$ cat src/design/hkrd_pkg.sv
// shared types, constants and the keycode to ascii lookup for the report differ
`default_nettype none
package hkrd_pkg;

  localparam int KEY_SLOTS  = 6;
  localparam int EVENT_BITS = 2 * KEY_SLOTS;
  localparam logic [7:0] SHIFT_BITS = 8'h22;

  typedef enum logic {
    CMD_REPORT     = 1'b0,
    CMD_DISCONNECT = 1'b1
  } command_t;

  typedef struct packed {
    logic       command;
    logic [7:0] modifier;
    logic [7:0] key_0;
    logic [7:0] key_1;
    logic [7:0] key_2;
    logic [7:0] key_3;
    logic [7:0] key_4;
    logic [7:0] key_5;
  } report_t;

  typedef struct packed {
    logic [7:0] event_modifier;
    logic [7:0] event_keycode;
    logic [6:0] character;
    logic       pressed;
    logic       last;
  } result_t;

  typedef logic [KEY_SLOTS-1:0][7:0] slots_t;

  // one report worth of work handed from the front to the back
  typedef struct packed {
    logic [7:0]           modifier;
    slots_t               now_keys;
    slots_t               old_keys;
    logic [KEY_SLOTS-1:0] press_mask;
    logic [KEY_SLOTS-1:0] release_mask;
  } job_t;

  function automatic logic [6:0] char_of(input logic [7:0] code, input logic [7:0] modifier);
    logic       shifted;
    logic [7:0] plain;
    logic [7:0] upper;
    shifted = (modifier & SHIFT_BITS) != 8'h00;
    plain   = 8'h00;
    upper   = 8'h00;
    case (code) inside
      [8'd4:8'd29]: begin
        plain = code + 8'h5d;
        upper = code + 8'h3d;
      end
      [8'd30:8'd38]: begin
        plain = code + 8'h13;
      end
      default: begin
      end
    endcase
    case (code)
      8'd30: upper = 8'h21;
      8'd31: upper = 8'h40;
      8'd32: upper = 8'h23;
      8'd33: upper = 8'h24;
      8'd34: upper = 8'h25;
      8'd35: upper = 8'h5e;
      8'd36: upper = 8'h26;
      8'd37: upper = 8'h2a;
      8'd38: upper = 8'h28;
      8'd39: begin plain = 8'h30; upper = 8'h29; end
      8'd44: begin plain = 8'h20; upper = 8'h20; end
      8'd45: begin plain = 8'h2d; upper = 8'h5f; end
      8'd46: begin plain = 8'h3d; upper = 8'h2b; end
      8'd47: begin plain = 8'h5b; upper = 8'h7b; end
      8'd48: begin plain = 8'h5d; upper = 8'h7d; end
      8'd49: begin plain = 8'h5c; upper = 8'h7c; end
      8'd51: begin plain = 8'h3b; upper = 8'h3a; end
      8'd52: begin plain = 8'h27; upper = 8'h22; end
      8'd53: begin plain = 8'h60; upper = 8'h7e; end
      8'd54: begin plain = 8'h2c; upper = 8'h3c; end
      8'd55: begin plain = 8'h2e; upper = 8'h3e; end
      8'd56: begin plain = 8'h2f; upper = 8'h3f; end
      default: begin
      end
    endcase
    return shifted ? upper[6:0] : plain[6:0];
  endfunction

endpackage
`default_nettype wire

$ cat src/design/hkrd_front.sv
// front end: compares each report with the stored slots and builds a job
`default_nettype none
module hkrd_front (
  input  wire logic             clk,
  input  wire logic             rst,
  input  wire logic             push,
  output logic                  full,
  input  wire hkrd_pkg::report_t report,
  output logic                  job_push,
  output hkrd_pkg::job_t        job,
  input  wire logic             job_full
);

  hkrd_pkg::slots_t previous_keys;
  hkrd_pkg::slots_t now_keys;
  logic [hkrd_pkg::KEY_SLOTS-1:0] press_mask;
  logic [hkrd_pkg::KEY_SLOTS-1:0] release_mask;
  logic accept;

  assign now_keys = {report.key_5, report.key_4, report.key_3,
                     report.key_2, report.key_1, report.key_0};

  // every slot against every slot, all in parallel
  always_comb begin
    logic in_prev;
    logic in_now;
    for (int i = 0; i < hkrd_pkg::KEY_SLOTS; i++) begin
      in_prev = 1'b0;
      in_now  = 1'b0;
      for (int j = 0; j < hkrd_pkg::KEY_SLOTS; j++) begin
        if (previous_keys[j] == now_keys[i]) in_prev = 1'b1;
        if (now_keys[j] == previous_keys[i]) in_now = 1'b1;
      end
      press_mask[i]   = (now_keys[i] != 8'h00) && !in_prev;
      release_mask[i] = (previous_keys[i] != 8'h00) && !in_now;
    end
  end

  assign full   = job_full;
  assign accept = push && !job_full;

  assign job.modifier     = report.modifier;
  assign job.now_keys     = now_keys;
  assign job.old_keys     = previous_keys;
  assign job.press_mask   = press_mask;
  assign job.release_mask = release_mask;

  // disconnects and unchanged reports produce no job
  assign job_push = accept && (report.command == hkrd_pkg::CMD_REPORT) &&
                    ((press_mask != '0) || (release_mask != '0));

  always_ff @(posedge clk) begin
    if (rst) begin
      previous_keys <= '0;
    end else if (accept) begin
      if (report.command == hkrd_pkg::CMD_DISCONNECT) begin
        previous_keys <= '0;
      end else begin
        previous_keys <= now_keys;
      end
    end
  end

endmodule
`default_nettype wire

$ cat src/design/hkrd_queue.sv
// short job queue between the front end and the event sequencer
`default_nettype none
module hkrd_queue #(
  parameter int DEPTH = 2
) (
  input  wire logic           clk,
  input  wire logic           rst,
  input  wire logic           push,
  input  wire hkrd_pkg::job_t push_data,
  output logic                full,
  input  wire logic           pop,
  output hkrd_pkg::job_t      pop_data,
  output logic                empty
);

  localparam int PW = (DEPTH > 1) ? $clog2(DEPTH) : 1;
  localparam int CW = $clog2(DEPTH + 1);

  hkrd_pkg::job_t  entries [DEPTH];
  logic [PW-1:0]   wr_ptr;
  logic [PW-1:0]   rd_ptr;
  logic [CW-1:0]   count;
  logic            do_push;
  logic            do_pop;

  assign full     = count == CW'(DEPTH);
  assign empty    = count == '0;
  assign do_push  = push && !full;
  assign do_pop   = pop && !empty;
  assign pop_data = entries[rd_ptr];

  always_ff @(posedge clk) begin
    if (do_push) entries[wr_ptr] <= push_data;
  end

  always_ff @(posedge clk) begin
    if (rst) begin
      wr_ptr <= '0;
      rd_ptr <= '0;
      count  <= '0;
    end else begin
      if (do_push) wr_ptr <= (wr_ptr == PW'(DEPTH - 1)) ? '0 : wr_ptr + 1'b1;
      if (do_pop)  rd_ptr <= (rd_ptr == PW'(DEPTH - 1)) ? '0 : rd_ptr + 1'b1;
      if (do_push && !do_pop) begin
        count <= count + 1'b1;
      end else if (do_pop && !do_push) begin
        count <= count - 1'b1;
      end
    end
  end

endmodule
`default_nettype wire

$ cat src/design/hkrd_back.sv
// back end: walks a job's press and release masks, one event per cycle unless a result is held
`default_nettype none
module hkrd_back (
  input  wire logic           clk,
  input  wire logic           rst,
  input  wire hkrd_pkg::job_t job,
  input  wire logic           job_empty,
  output logic                job_pop,
  output logic                empty,
  input  wire logic           pop,
  output hkrd_pkg::result_t   result
);

  localparam int K = hkrd_pkg::KEY_SLOTS;
  localparam int N = hkrd_pkg::EVENT_BITS;

  hkrd_pkg::job_t    cur;
  logic              busy;
  logic [N-1:0]      remain;
  logic [N-1:0]      lowest;
  logic [N-1:0]      remain_next;
  logic              advance;
  logic              emit;
  logic              finishing;
  logic              out_valid;
  logic [7:0]        keycode;
  hkrd_pkg::result_t event_word;

  assign lowest      = remain & (~remain + 1'b1);
  assign remain_next = remain & ~lowest;
  assign advance     = !out_valid || pop;
  assign emit        = busy && advance;
  assign finishing   = emit && (remain_next == '0);
  assign job_pop     = (!busy || finishing) && !job_empty;
  assign empty       = !out_valid;

  // presses sit in the low half of the mask, so they come out first
  always_comb begin
    keycode = 8'h00;
    for (int i = 0; i < K; i++) begin
      keycode = keycode | ({8{lowest[i]}} & cur.now_keys[i])
                        | ({8{lowest[K+i]}} & cur.old_keys[i]);
    end
  end

  assign event_word.event_modifier = cur.modifier;
  assign event_word.event_keycode  = keycode;
  assign event_word.character      = hkrd_pkg::char_of(keycode, cur.modifier);
  assign event_word.pressed        = lowest[K-1:0] != '0;
  assign event_word.last           = remain_next == '0;

  always_ff @(posedge clk) begin
    if (job_pop) cur <= job;
    if (emit) result <= event_word;
  end

  always_ff @(posedge clk) begin
    if (rst) begin
      busy      <= 1'b0;
      remain    <= '0;
      out_valid <= 1'b0;
    end else begin
      if (job_pop) begin
        busy   <= 1'b1;
        remain <= {job.release_mask, job.press_mask};
      end else if (finishing) begin
        busy   <= 1'b0;
        remain <= '0;
      end else if (emit) begin
        remain <= remain_next;
      end
      if (emit) begin
        out_valid <= 1'b1;
      end else if (pop) begin
        out_valid <= 1'b0;
      end
    end
  end

endmodule
`default_nettype wire

$ cat src/design/hid_keyboard_report_differ_core.sv
// top level of the keyboard report differ: front end, job queue, event sequencer
//
//   channel   handshake      payload              direction
//   report    push / full    hkrd_pkg::report_t   in
//   result    empty / pop    hkrd_pkg::result_t   out
//
// a report is taken in any cycle the job queue has room and is compared with the
// stored slots in that same cycle; the sequencer issues one event per cycle while no
// result is held, so a report's n events (at most twelve) come out back to back, and
// its first event passes the queue entry, the job register and the result register
// reset clears the stored slots, the queue and the result valid flag
// a held result stalls only the sequencer; the queue absorbs reports until full
`default_nettype none
module hid_keyboard_report_differ_core #(
  parameter int QUEUE_DEPTH = 2
) (
  input  wire logic              clk,
  input  wire logic              rst,
  input  wire logic              push,
  output logic                   full,
  input  wire hkrd_pkg::report_t report,
  output logic                   empty,
  input  wire logic              pop,
  output hkrd_pkg::result_t      result
);

  hkrd_pkg::job_t front_job;
  hkrd_pkg::job_t back_job;
  logic           job_push;
  logic           job_full;
  logic           job_pop;
  logic           job_empty;

  hkrd_front u_front (
    .clk      (clk),
    .rst      (rst),
    .push     (push),
    .full     (full),
    .report   (report),
    .job_push (job_push),
    .job      (front_job),
    .job_full (job_full)
  );

  hkrd_queue #(
    .DEPTH (QUEUE_DEPTH)
  ) u_queue (
    .clk       (clk),
    .rst       (rst),
    .push      (job_push),
    .push_data (front_job),
    .full      (job_full),
    .pop       (job_pop),
    .pop_data  (back_job),
    .empty     (job_empty)
  );

  hkrd_back u_back (
    .clk       (clk),
    .rst       (rst),
    .job       (back_job),
    .job_empty (job_empty),
    .job_pop   (job_pop),
    .empty     (empty),
    .pop       (pop),
    .result    (result)
  );

endmodule
`default_nettype wire

$ cat config.mk
export PLATFORM = sky130hd
export DESIGN_NAME = hid_keyboard_report_differ_core
export DESIGN_NICKNAME = d
export VERILOG_FILES = /design/src/design/hkrd_pkg.sv /design/src/design/hkrd_front.sv /design/src/design/hkrd_queue.sv /design/src/design/hkrd_back.sv /design/src/design/hid_keyboard_report_differ_core.sv
export SDC_FILE = /design/constraint.sdc
export NUM_CORES = 1
export LEC_CHECK = 0
export BUFFER_PORTS_ARGS = -buffer_cell sky130_fd_sc_hd__buf_2
export CAP_MARGIN = 20
export CORE_AREA = 2 2 232 234
export CTS_CLUSTER_DIAMETER = 100
export DETAILED_ROUTE_END_ITERATION = 8
export DIE_AREA = 0 0 234 236
export SLEW_MARGIN = 20
export SYNTH_ARGS = -nofsm -noshare
export SYNTH_HDL_FRONTEND = slang
export SYNTH_SLANG_ARGS = --single-unit
$ cat constraint.sdc
create_clock -name clk -period 14 [get_ports clk]
set_clock_uncertainty 0.15 [all_clocks]
set_input_delay 2.8 -clock clk [delete_from_list [all_inputs] [get_ports clk]]
set_output_delay 2.8 -clock clk [all_outputs]
set_load 0.02 [all_outputs]
==> out/metrics.yaml, run 1 <==
min_path:
  timing.hold.worst.class: "register to register"
  hold_depth: 0
pwr:
  power.static_leakage_nw: 7.635
  power.density_nw_per_um2: 214.7
  irDropWorstVdd_mv: 0.1250
grt:
  grt.overflow.total: 0
  global_route.usage.total: 0.2368
  grt_start_max_net_pins: 76
  grt_pass1_vias: 13525
  grt_pass1_wl_mm: 94.96
  initial_antenna_violation_count: 0
logic_synthesis:
  ys_seq_area_frac: 0.5821
  netlist.area_leader.share: 0.5180
  synth_nets: 1785
  synthMostInstantiatedCell: "sky130_fd_sc_hd__edfxtp_1"
  flop_and_latch_count_out_of_synthesis: 428
  yosys_warnings: 0
  synth_top_cells_by_area: "sky130_fd_sc_hd__edfxtp_1 (52%), sky130_fd_sc_hd__xnor2_1 (7.5%), sky130_fd_sc_hd__dfxtp_1 (6.4%)"
  yosys.area.top_type: "sky130_fd_sc_hd__edfxtp_1"
  yosys_most_used_dff: "sky130_fd_sc_hd__edfxtp_1"
  postSynthCellCount: 1718
  syn_avg_cell_area_um2: 12.18
  syn_area_um2: 20930
  synth_enable_flop_cells: 361
  asyncSetResetFlopFracSynth: 0
  synth.lib_cells_used.distinct: 82
  synth_top_cells_by_count: "sky130_fd_sc_hd__edfxtp_1 (361), sky130_fd_sc_hd__xnor2_1 (180), sky130_fd_sc_hd__clkbuf_1 (120)"
sta:
  hold_viol: 0
  finalCriticalPeriod_ns: 7.226
  final-max-slew-violation-count: 0
  final.hold.worst_slack_ns: 0.2675
  rsz0062_at_grt: "false"
  max_freq_mhz: 138.4
  layout_worst_path_cycle_share: 0.5161
  max_slew.worst_pin.slew_ns: 1.094
  maxSlewHeadroom: 0.2707
  setup_viol: 0
  tns_ns: 0
floorplanning:
  die_y_um: 236
  fp.dieArea_um2: 55220
  core_region_um2: 53070
  floorplan.initialDensity: 0.3943
  pin_count: 88
  num_rows: 85
  floorplan.die.width_um: 234
cts:
  postCtsSetupRepairBufs: 0
  cts-hold-fix-buffers: 0
  clk_pin_slew_ns: 0.06
  clock_latency_late_sink_ns: 0.58
  clock_tree.htree_level_count: 2
  clockRootBuffer: "sky130_fd_sc_hd__clkbuf_16"
  cts_made_buffers: 45
  maximum_clock_insertion_buffer_count: 3
  clkSinkCount: 428
  tritoncts: "yes"
  post_cts_resized: 0
setup_path:
  regToRegSetupSlack_ns: 8.44
  path_depth: 11
  critical_path.reg2reg.endpoint: "u_queue.entries[0][16]"
  regToRegStartpoint: "u_front.job[53]"
  cell_family_contributing_the_most_delay_on_the_critical_path: "simple AND/OR/NAND/NOR gates"
  end_kind: "register"
  critPathBufInv: 3
  timing.critical_path.required_ns: 14.04
  critPathLaunch: "report[38]"
  path_class: "primary input to register"
  timing.critical_path.cells: "buf_2 -> xor2_1 -> nor4_1 -> nand2_1 -> nand2_1 -> nor4bb_1 -> nor4_1 -> a311o_1 -> nor2_4 -> buf_4 -> buf_4"
  crit_path_max_fanout: 59
  worst_setup_endpoint: "u_queue.entries[0][16]"
  worstSetupStartpointType: "primary input"
  critical-path-max-stage-delay_ns: 0.75
  rr_worst_depth: 10
  timing.critical_path.arrival_ns: 7.26
  cpMaxStageDelayCell: "sky130_fd_sc_hd__buf_4"
route:
  dr_total_vias: 13966
  dr.first_iter.drc_count: 1527
  drcViolationCount: 0
  vias_per_cell: 5.740
  detail_route.wl_per_cell_um: 27.05
  detailedRoute.firstPassIterationCount: 5
  routed_wl_mm: 65.81
  drtAntennaViolNets: 0
final_layout:
  syn2layout_area_growth_pct: 10.36
  final_layout_size_suffix_gt1_frac: 0.1815
  layout.filler_cells: 4855
  layout.nets: 1767
place:
  gp_congestion: 0.9355
  port_buffers: 87
  detailed_place_hpwl_mm: 42.60
run_status:
  status: "finished clean"
flow_run:
  cap_viol_max_count: 0
worst register-to-register path, stage by stage (launching register included):
cell and delay [ns]:
sky130_fd_sc_hd__dfxtp_1 0.92, sky130_fd_sc_hd__xnor2_1 0.19, sky130_fd_sc_hd__nand4_1 0.19, sky130_fd_sc_hd__nor2_1 0.09, sky130_fd_sc_hd__a211oi_1 0.21, sky130_fd_sc_hd__nor4bb_1 0.73
sky130_fd_sc_hd__nor4_1 0.11, sky130_fd_sc_hd__a311o_1 0.40, sky130_fd_sc_hd__nor2_4 0.73, sky130_fd_sc_hd__buf_4 0.58, sky130_fd_sc_hd__buf_4 0.78
cell usage in the layout, fill, tap and decap left out, drive strengths merged, types with 69 or more instances in the layout:
master  instances
nand2          79
a21oi         100
xor2          114
clkbuf         71
edfxtp        361
mux2          116
nor2          110
xnor2         180
buf           106
nor4           69
worst min path at each step:
| stage | startpoint | endpoint | slack (ns) |
|---|---|---|---|
| 2_1_floorplan | u_back.cur[108] | u_back.result[17] | 0.25 |
| 3_3_place_gp | u_back.cur[111] | u_back.result[20] | 0.25 |
| 3_5_place_dp | u_back.cur[110] | u_back.result[19] | 0.26 |
| 4_1_cts | u_back.cur[110] | u_back.result[19] | 0.27 |
| 5_1_grt | u_back.cur[110] | u_back.result[19] | 0.28 |
| 6_report | u_back.cur[110] | u_back.result[19] | 0.27 |
per-layer routing:
layer,GRT usage,vias up,part of all wire
li1,-,6202,-
met1,0.3312,7057,0.44
met2,0.3726,581,0.46
met3,0.04001,126,0.069
met4,0.07806,0,0.032
met5,0,-,0
cell families (layout without fill, tap and decap cells):
kind of cell / count (synthesis) / in the layout / share of synthesized area
and+or+nand+nor: 462 / 462 / 0.1235
DFF: 428 / 428 / 0.5821
xor gates and xnor gates: 294 / 294 / 0.1230
AOI/OAI and AO/OA: 217 / 217 / 0.06660
buffers and inverters: 192 / 210 / 0.03737
muxes: 117 / 117 / 0.06290
adders and majority gates: 8 / 8 / 0.004544
other: 0 / 1 / 0
where the power goes:
| group | internal (mW) | switching (mW) | total (mW) | leakage, nW |
|---|---|---|---|---|
| Clock | 0.640 | 0.485 | 1.13 | 0.668 |
| Combinational | 0.646 | 1.25 | 1.90 | 3.07 |
| Sequential | 1.73 | 0.204 | 1.93 | 3.89 |
registers in the layout, indices dropped and copies added, names as in the netlist, named ones only:
register          flops
u_back.out_valid      1
u_back.cur          104
u_queue.wr_ptr        1
u_back.busy           1
u_queue.rd_ptr        1
u_back.result        25
u_front.job          48
u_back.remain        12
u_queue.entries     232
u_queue.count         2
cell type report:
class	count	area, um^2	area share
Antenna cell	1	2.502	0.0001083
Clock buffer	71	1305	0.05650
Clock inverter	12	73.82	0.003196
Inverter	21	86.33	0.003738
Multi-Input combinational cell	1098	7994	0.3461
Sequential cell	428	12190	0.5276
Tap cell	696	870.8	0.03771
Timing Repair Buffer	106	578.1	0.02503
metrics by stage:
step                std cells    util  cell area (um^2)  worst slack [ns]  power [mW]
detailed placement       2349  0.4092             21710             6.349       3.828
CTS                      2432  0.4352             23090             6.946       4.958
global placement         2349  0.4092             21710             6.350       3.825
global route             2432  0.4352             23090             6.579       5.208
finish                   2433  0.4352             23100             6.774       4.958
floorplan                1718       -             20930             4.098       3.263
Note: power is estimated with default switching activity, not from simulation.
==> inputs of run 2 (changes only) <==
==> constraint.sdc (replaced) <==
create_clock -name clk -period 6.2 [get_ports clk]
set_clock_uncertainty 0.15 [all_clocks]
set_input_delay 1.24 -clock clk [delete_from_list [all_inputs] [get_ports clk]]
set_output_delay 1.24 -clock clk [all_outputs]
set_load 0.02 [all_outputs]
==> run 2 against run 1 <==
Compared with the run above: critical path depth up 2; total power rose by 130%; final cell count barely moved; sequential share of layout area is 0.34 points lower; first-iteration DRC count fell by 6.7%; clock power grew 140%.
==> out/metrics.yaml, run 2 (synthesized netlist as in run 1, its figures left out) <==
run_status:
  status: "finished clean"
final_layout:
  layout_commonest_cell: "sky130_fd_sc_hd__edfxtp_1"
  layout.nets: 1765  # -0.11%
  largest_register_ffs: 232  # unchanged
  mostFrequentLayoutCells: "sky130_fd_sc_hd__edfxtp_1 (361), sky130_fd_sc_hd__xnor2_1 (180), sky130_fd_sc_hd__mux2_2 (116), sky130_fd_sc_hd__xor2_1 (114), sky130_fd_sc_hd__nor2_1 (107)"
  final_layout_size_suffix_gt1_frac: 0.1850  # +0.003563
  max_flop_register: "u_queue.entries"
  syn2layout_area_growth_pct: 11.08
setup_path:
  path_class: "register to register"
  timing.critical_path.required_ns: 6.46  # -7.58 ns
  crit_path_max_fanout: 24  # -59%
  end_kind: "register"
  cell_family_contributing_the_most_delay_on_the_critical_path: "simple AND/OR/NAND/NOR gates"
  critPathBufInv: 1  # -2
  timing.critical_path.arrival_ns: 5.30  # -1.96 ns
  worstSetupStartpointType: "register"
  regToRegStartpoint: "u_back.remain[1]"
  cpMaxStageDelayCell: "sky130_fd_sc_hd__dfxtp_1"
  critical-path-max-stage-delay_ns: 0.83  # +0.08 ns
  timing.critical_path.cells: "or4_4 -> nor4_4 -> a2111oi_0 -> nand3_1 -> ha_1 -> buf_4 -> or2_2 -> nand4_1 -> o211a_2 -> a31oi_4 -> nor3b_4 -> a31oi_1 -> a221oi_2"
  critPathLaunch: "u_back.remain[1]"
grt:
  grt_pass1_wl_mm: 90.94  # -4.2%
  global_route.usage.total: 0.2243  # -0.01244
  grt_start_max_net_pins: 118  # +55%
  initial_antenna_violation_count: 5  # +5
  grt.overflow.total: 0  # unchanged
  grt_pass1_vias: 13121  # -3.0%
min_path:
  timing.hold.worst.class: "register to register"
  min_from: "u_back.cur[110]"
sta:
  timing.final.ws_setup_ns: 1.160  # -5.615 ns
  hold_viol: 0  # unchanged
  finalCriticalPeriod_ns: 5.040
  setup_viol: 0  # unchanged
  maxSlewHeadroom: 0.3970  # +0.1264
  rsz0062_at_grt: "false"
  tns_ns: 0  # unchanged
  final-max-slew-violation-count: 0  # unchanged
  max_freq_mhz: 198.4
  layout_worst_path_cycle_share: 0.8130
  max_slew.worst_pin.slew_ns: 0.9045  # -0.1895 ns
cts:
  maximum_clock_insertion_buffer_count: 3  # unchanged
  clk_pin_slew_ns: 0.06  # about the same
  post_cts_resized: 0  # unchanged
  clock_latency_late_sink_ns: 0.61  # +0.03 ns
  clkSinkCount: 428  # unchanged
  postCtsSetupRepairBufs: 0  # unchanged
  tritoncts: "yes"
  cts-hold-fix-buffers: 0  # unchanged
  clockRootBuffer: "sky130_fd_sc_hd__clkbuf_16"
  clock_tree.htree_level_count: 2  # unchanged
  cts_made_buffers: 46  # +2.2%
floorplanning:
  num_rows: 85  # unchanged
  fp.dieArea_um2: 55220  # unchanged
  pin_count: 88  # unchanged
  floorplan.initialDensity: 0.3943  # unchanged
  core_region_um2: 53070  # unchanged
  die_y_um: 236  # unchanged
  floorplan.die.width_um: 234  # unchanged
pwr:
  net_switching_fraction_of_the_power: 0.3910  # -0.001021
  power.static_leakage_nw: 7.705  # +0.92%
  internal_power_mw: 6.950  # +130%
  power.density_nw_per_um2: 490.9  # +130%
  power_switching_mw: 4.462  # +130%
  seqPwrFrac: 0.384  # -0.006
  irDropWorstVdd_mv: 0.3055  # +140%
  pwr-share-comb: 0.376  # -0.007
  power.share.clock: 0.240  # +0.013
place:
  port_buffers: 87  # unchanged
  gp_congestion: 0.9609  # +2.7%
  post-place-ws_ns: 1.253  # -5.096 ns
  detailed_place_hpwl_mm: 42.32  # -0.66%
flow_run:
  cap_viol_max_count: 0  # unchanged
route:
  routed_wl_mm: 62.22  # -5.5%
  detail_route.wl_per_cell_um: 25.58  # -5.4%
  vias_per_cell: 5.690  # -0.87%
  drtAntennaViolNets: 0  # unchanged
  drcViolationCount: 0  # unchanged
  dr_total_vias: 13839  # -0.91%
  dr.first_iter.drc_count: 1425  # -6.7%
  detailedRoute.firstPassIterationCount: 5  # unchanged
## run 2: cell count changes in the layout (fill, tap and decap cells not counted), sizes merged
cell / change
clkbuf: -11
clkinv: +7
buf: -3
bufinv: +3
inv: +3
## run 2: metrics by stage
stage / std cells / instance area (um^2) / util / power, mW / hold slack (ns)
after floorplan: 1718 / 20930 / - / 7.358 / 0.2503
after global placement: 2346 / 21730 / 0.4095 / 8.707 / 0.2533
after detailed placement: 2346 / 21730 / 0.4095 / 8.670 / 0.2554
after CTS: 2431 / 23240 / 0.4380 / 11.44 / 0.2692
after global routing: 2432 / 23250 / 0.4380 / 11.97 / 0.2721
final: 2432 / 23250 / 0.4380 / 11.41 / 0.2678
## run 2: path summary, 6_finish.rpt
check                      endpoint  slack [ns]  cells after the start
setup / recovery   u_back.result[4]        1.16                     13
hold / removal    u_back.result[19]        0.27                      0
setup reg to reg   u_back.result[4]        1.16                     13
hold reg to reg   u_back.result[19]        0.27                      0
## run 2: per-layer routing
| metal | share of wire | vias to the layer above | track usage |
|---|---|---|---|
| met1 | 0.45 | 6976 | 0.3302 |
| li1 | - | 6215 | - |
| met2 | 0.45 | 537 | 0.3379 |
| met4 | 0.031 | 0 | 0.07499 |
| met5 | 0 | - | 0 |
| met3 | 0.062 | 111 | 0.03228 |
## run 2: cell type report
cell class                 count  area (um^2)
sequential                   428        12190
fill                        4817        29820
antenna                        1        2.502
inverter                      21        86.33
timing repair buffer         103        593.1
multi-input combinational   1098         7994
tap                          696        870.8
clock inverter                25        250.2
clock buffer                  60         1264
## run 2: power groups by stage
stage                     registers (mW)  clock network, mW  logic [mW]
final                               4.39               2.74        4.29
after global placement              4.43                  0        4.28
after global routing                4.43               2.91        4.63
after floorplan                     4.19                  0        3.17
after detailed placement            4.44                  0        4.23
after CTS                           4.38               2.80        4.25
==> inputs of run 3 (changes only) <==
==> constraint.sdc (replaced) <==
create_clock -name clk -period 4.3 [get_ports clk]
set_clock_uncertainty 0.15 [all_clocks]
set_input_delay 0.86 -clock clk [delete_from_list [all_inputs] [get_ports clk]]
set_output_delay 0.86 -clock clk [all_outputs]
set_load 0.02 [all_outputs]
==> run 3 against run 2 <==
Compared with the run above: final area up 2.9%; via count up 3.0%; worst hold slack better by 0.0028 ns; critical path depth down 2; highest routed layer unchanged; final cell count up 3.0%; sequential share of layout area down 1.5 points; first-iteration DRC count up 6.9%; non-clock buffer count up 78; clock power up 42%; critical path type unchanged.
==> out/metrics.yaml, run 3 (synthesized netlist as in run 1, its figures left out) <==
run_status:
  status: "finished clean"
pwr:
  power.static_leakage_nw: 8.095  # +5.1%
  irDropWorstVdd_mv: 0.4392  # +44%
  power_switching_mw: 6.428  # +44%
  power.share.clock: 0.233  # -0.007
  net_switching_fraction_of_the_power: 0.3847  # -0.006257
  total_power_mw: 16.71  # +46%
  seqPwrFrac: 0.375  # -0.009
  pwr-share-comb: 0.392  # +0.016
  internal_power_mw: 10.28  # +48%
  power.density_nw_per_um2: 698.4  # +42%
final_layout:
  syn2layout_area_growth_pct: 14.30
  fin_cells: 2506  # +3.0%
  layout_commonest_cell: "sky130_fd_sc_hd__edfxtp_1"
  layout.nets: 1841  # +4.3%
  final_layout_size_suffix_gt1_frac: 0.2215  # +0.03653
  post-route-util: 0.4507  # +0.01271
  postLayoutCellArea_um2: 23920  # +2.9%
  mostFrequentLayoutCells: "sky130_fd_sc_hd__edfxtp_1 (361), sky130_fd_sc_hd__xnor2_1 (180), sky130_fd_sc_hd__mux2_2 (116), sky130_fd_sc_hd__xor2_1 (114), sky130_fd_sc_hd__nor2_1 (107)"
  diodes: 0  # -1
  largest_register_ffs: 232  # unchanged
  max_flop_register: "u_queue.entries"
setup_path:
  end_kind: "register"
  worstSetupStartpointType: "register"
  timing.critical_path.cells: "or4_4 -> nor3_1 -> a31oi_1 -> and3_2 -> ha_1 -> or2_2 -> a211o_1 -> a22oi_1 -> nor3b_4 -> a31oi_1 -> a221oi_2"
  timing.critical_path.required_ns: 4.56  # -1.90 ns
  critical-path-max-stage-delay_ns: 0.64  # -0.19 ns
  critPathBufInv: 0  # -1
  path_depth: 11  # -2
  rr_worst_depth: 11  # -2
  timing.critical_path.arrival_ns: 4.32  # -0.98 ns
  cpMaxStageDelayCell: "sky130_fd_sc_hd__or4_4"
  cell_family_contributing_the_most_delay_on_the_critical_path: "simple AND/OR/NAND/NOR gates"
  cpMostUsedCell: "sky130_fd_sc_hd__a31oi_1"
  crit_path_max_fanout: 11  # -54%
  path_class: "register to register"
route:
  dr.first_iter.drc_count: 1523  # +6.9%
  drcViolationCount: 0  # unchanged
  drtAntennaViolNets: 0  # unchanged
  dr_total_vias: 14252  # +3.0%
  vias_per_cell: 5.687  # about the same
  detail_route.wl_per_cell_um: 26.16  # +2.3%
  detailedRoute.firstPassIterationCount: 5  # unchanged
  routed_wl_mm: 65.57  # +5.4%
floorplanning:
  core_region_um2: 53070  # unchanged
  floorplan.initialDensity: 0.3943  # unchanged
  num_rows: 85  # unchanged
  pin_count: 88  # unchanged
  die_y_um: 236  # unchanged
  fp.dieArea_um2: 55220  # unchanged
  floorplan.die.width_um: 234  # unchanged
sta:
  finalCriticalPeriod_ns: 4.059  # -0.9811 ns
  final.hold.worst_slack_ns: 0.2705  # +0.002783 ns
  rsz0062_at_grt: "false"
  max_slew.worst_pin.slew_ns: 0.9175  # +0.01302 ns
  maxSlewHeadroom: 0.3883  # -0.008679
  final-max-slew-violation-count: 0  # unchanged
  timing.final.ws_setup_ns: 0.2407  # -0.9189 ns
  layout_worst_path_cycle_share: 0.9440  # +0.1311
  max_freq_mhz: 246.4  # +24%
  hold_viol: 0  # unchanged
  setup_viol: 0  # unchanged
  tns_ns: 0  # unchanged
cts:
  clk_pin_slew_ns: 0.07  # about the same
  clock_latency_late_sink_ns: 0.58  # -0.03 ns
  clockRootBuffer: "sky130_fd_sc_hd__clkbuf_16"
  clock_tree.htree_level_count: 2  # unchanged
  tritoncts: "yes"
  maximum_clock_insertion_buffer_count: 3  # unchanged
  clkSinkCount: 428  # unchanged
  cts_made_buffers: 44  # -4.3%
grt:
  grt_pass1_vias: 13743  # +4.7%
  initial_antenna_violation_count: 0  # -5
  grt.overflow.total: 0  # unchanged
  global_route.usage.total: 0.2378  # +0.01345
  grt_pass1_wl_mm: 95.57  # +5.1%
  grt_start_max_net_pins: 118  # unchanged
place:
  gp_congestion: 0.9366  # -2.5%
  dp_cells: 2422  # +3.2%
  port_buffers: 87  # unchanged
  placed_area_um2: 22430  # +3.2%
  post-place-ws_ns: 0.1077  # -1.146 ns
  detailed_place_hpwl_mm: 46.27  # +9.3%
min_path:
  timing.hold.worst.class: "register to register"
  hold_depth: 0  # unchanged
flow_run:
  cap_viol_max_count: 0  # unchanged
run 3: cell count changes in the layout (fill, tap and decap cells not counted), moves of 2 or more:
cell	previous run	this run
sky130_fd_sc_hd__buf_12	3	11
sky130_fd_sc_hd__nor4bb_1	2	0
sky130_fd_sc_hd__nor4bb_2	0	2
sky130_fd_sc_hd__clkinvlp_4	2	6
sky130_fd_sc_hd__clkinv_1	6	9
sky130_fd_sc_hd__buf_4	13	83
sky130_fd_sc_hd__nor4_1	65	63
sky130_fd_sc_hd__clkinv_2	10	6
sky130_fd_sc_hd__inv_16	2	0
sky130_fd_sc_hd__clkbuf_8	6	3
sky130_fd_sc_hd__nor4_2	2	4
run 3: worst register-to-register path: stages, from the launching register on:
cell and delay (ns):
sky130_fd_sc_hd__dfxtp_1 0.34, sky130_fd_sc_hd__or4_4 0.64, sky130_fd_sc_hd__nor3_1 0.43, sky130_fd_sc_hd__a31oi_1 0.14, sky130_fd_sc_hd__and3_2 0.30, sky130_fd_sc_hd__ha_1 0.24
sky130_fd_sc_hd__or2_2 0.34, sky130_fd_sc_hd__a211o_1 0.28, sky130_fd_sc_hd__a22oi_1 0.22, sky130_fd_sc_hd__nor3b_4 0.37, sky130_fd_sc_hd__a31oi_1 0.16, sky130_fd_sc_hd__a221oi_2 0.28
run 3: worst paths after layout:
path                                  startpoint                end  slack (ns)
worst min register to register   u_back.cur[112]  u_back.result[21]        0.27
worst max-delay path            u_back.remain[0]   u_back.result[4]        0.24
worst min-delay path             u_back.cur[112]  u_back.result[21]        0.27
worst max register to register  u_back.remain[0]   u_back.result[4]        0.24
run 3: power groups by stage:
stage	Clock [mW]	Sequential [mW]	Combinational [mW]
6_report	3.89	6.27	6.55
5_1_grt	4.12	6.32	7.08
4_1_cts	3.96	6.26	6.49
3_5_place_dp	0	6.34	6.47
3_3_place_gp	0	6.34	6.54
2_1_floorplan	0	6.02	4.60
run 3: cell type report:
type                    count  area (um^2)
flip-flops and latches    428        12190
fillers                  4776        29150
repair buffers            181         1279
clock buffers              56         1219
inverters                  21        86.33
well taps                 696        870.8
multi-input cells        1098         8028
clock inverters            26        252.7
run 3: what timing repair did:
item / 4_1_cts / 5_1_grt
resized for setup: 0 / 3
buffers inserted: 0 / 2
endpoints found under the setup margin: 0 / 5
hold buffers: 0 / 0
run 3: per-layer routing:
metal  track usage  part of all wire  vias to the layer above
li1              -                 -                     6371
met2        0.3837              0.47                      586
met3       0.03083             0.064                      116
met4       0.07710             0.031                        0
met1        0.3308              0.43                     7179
met5             0                 0                        -
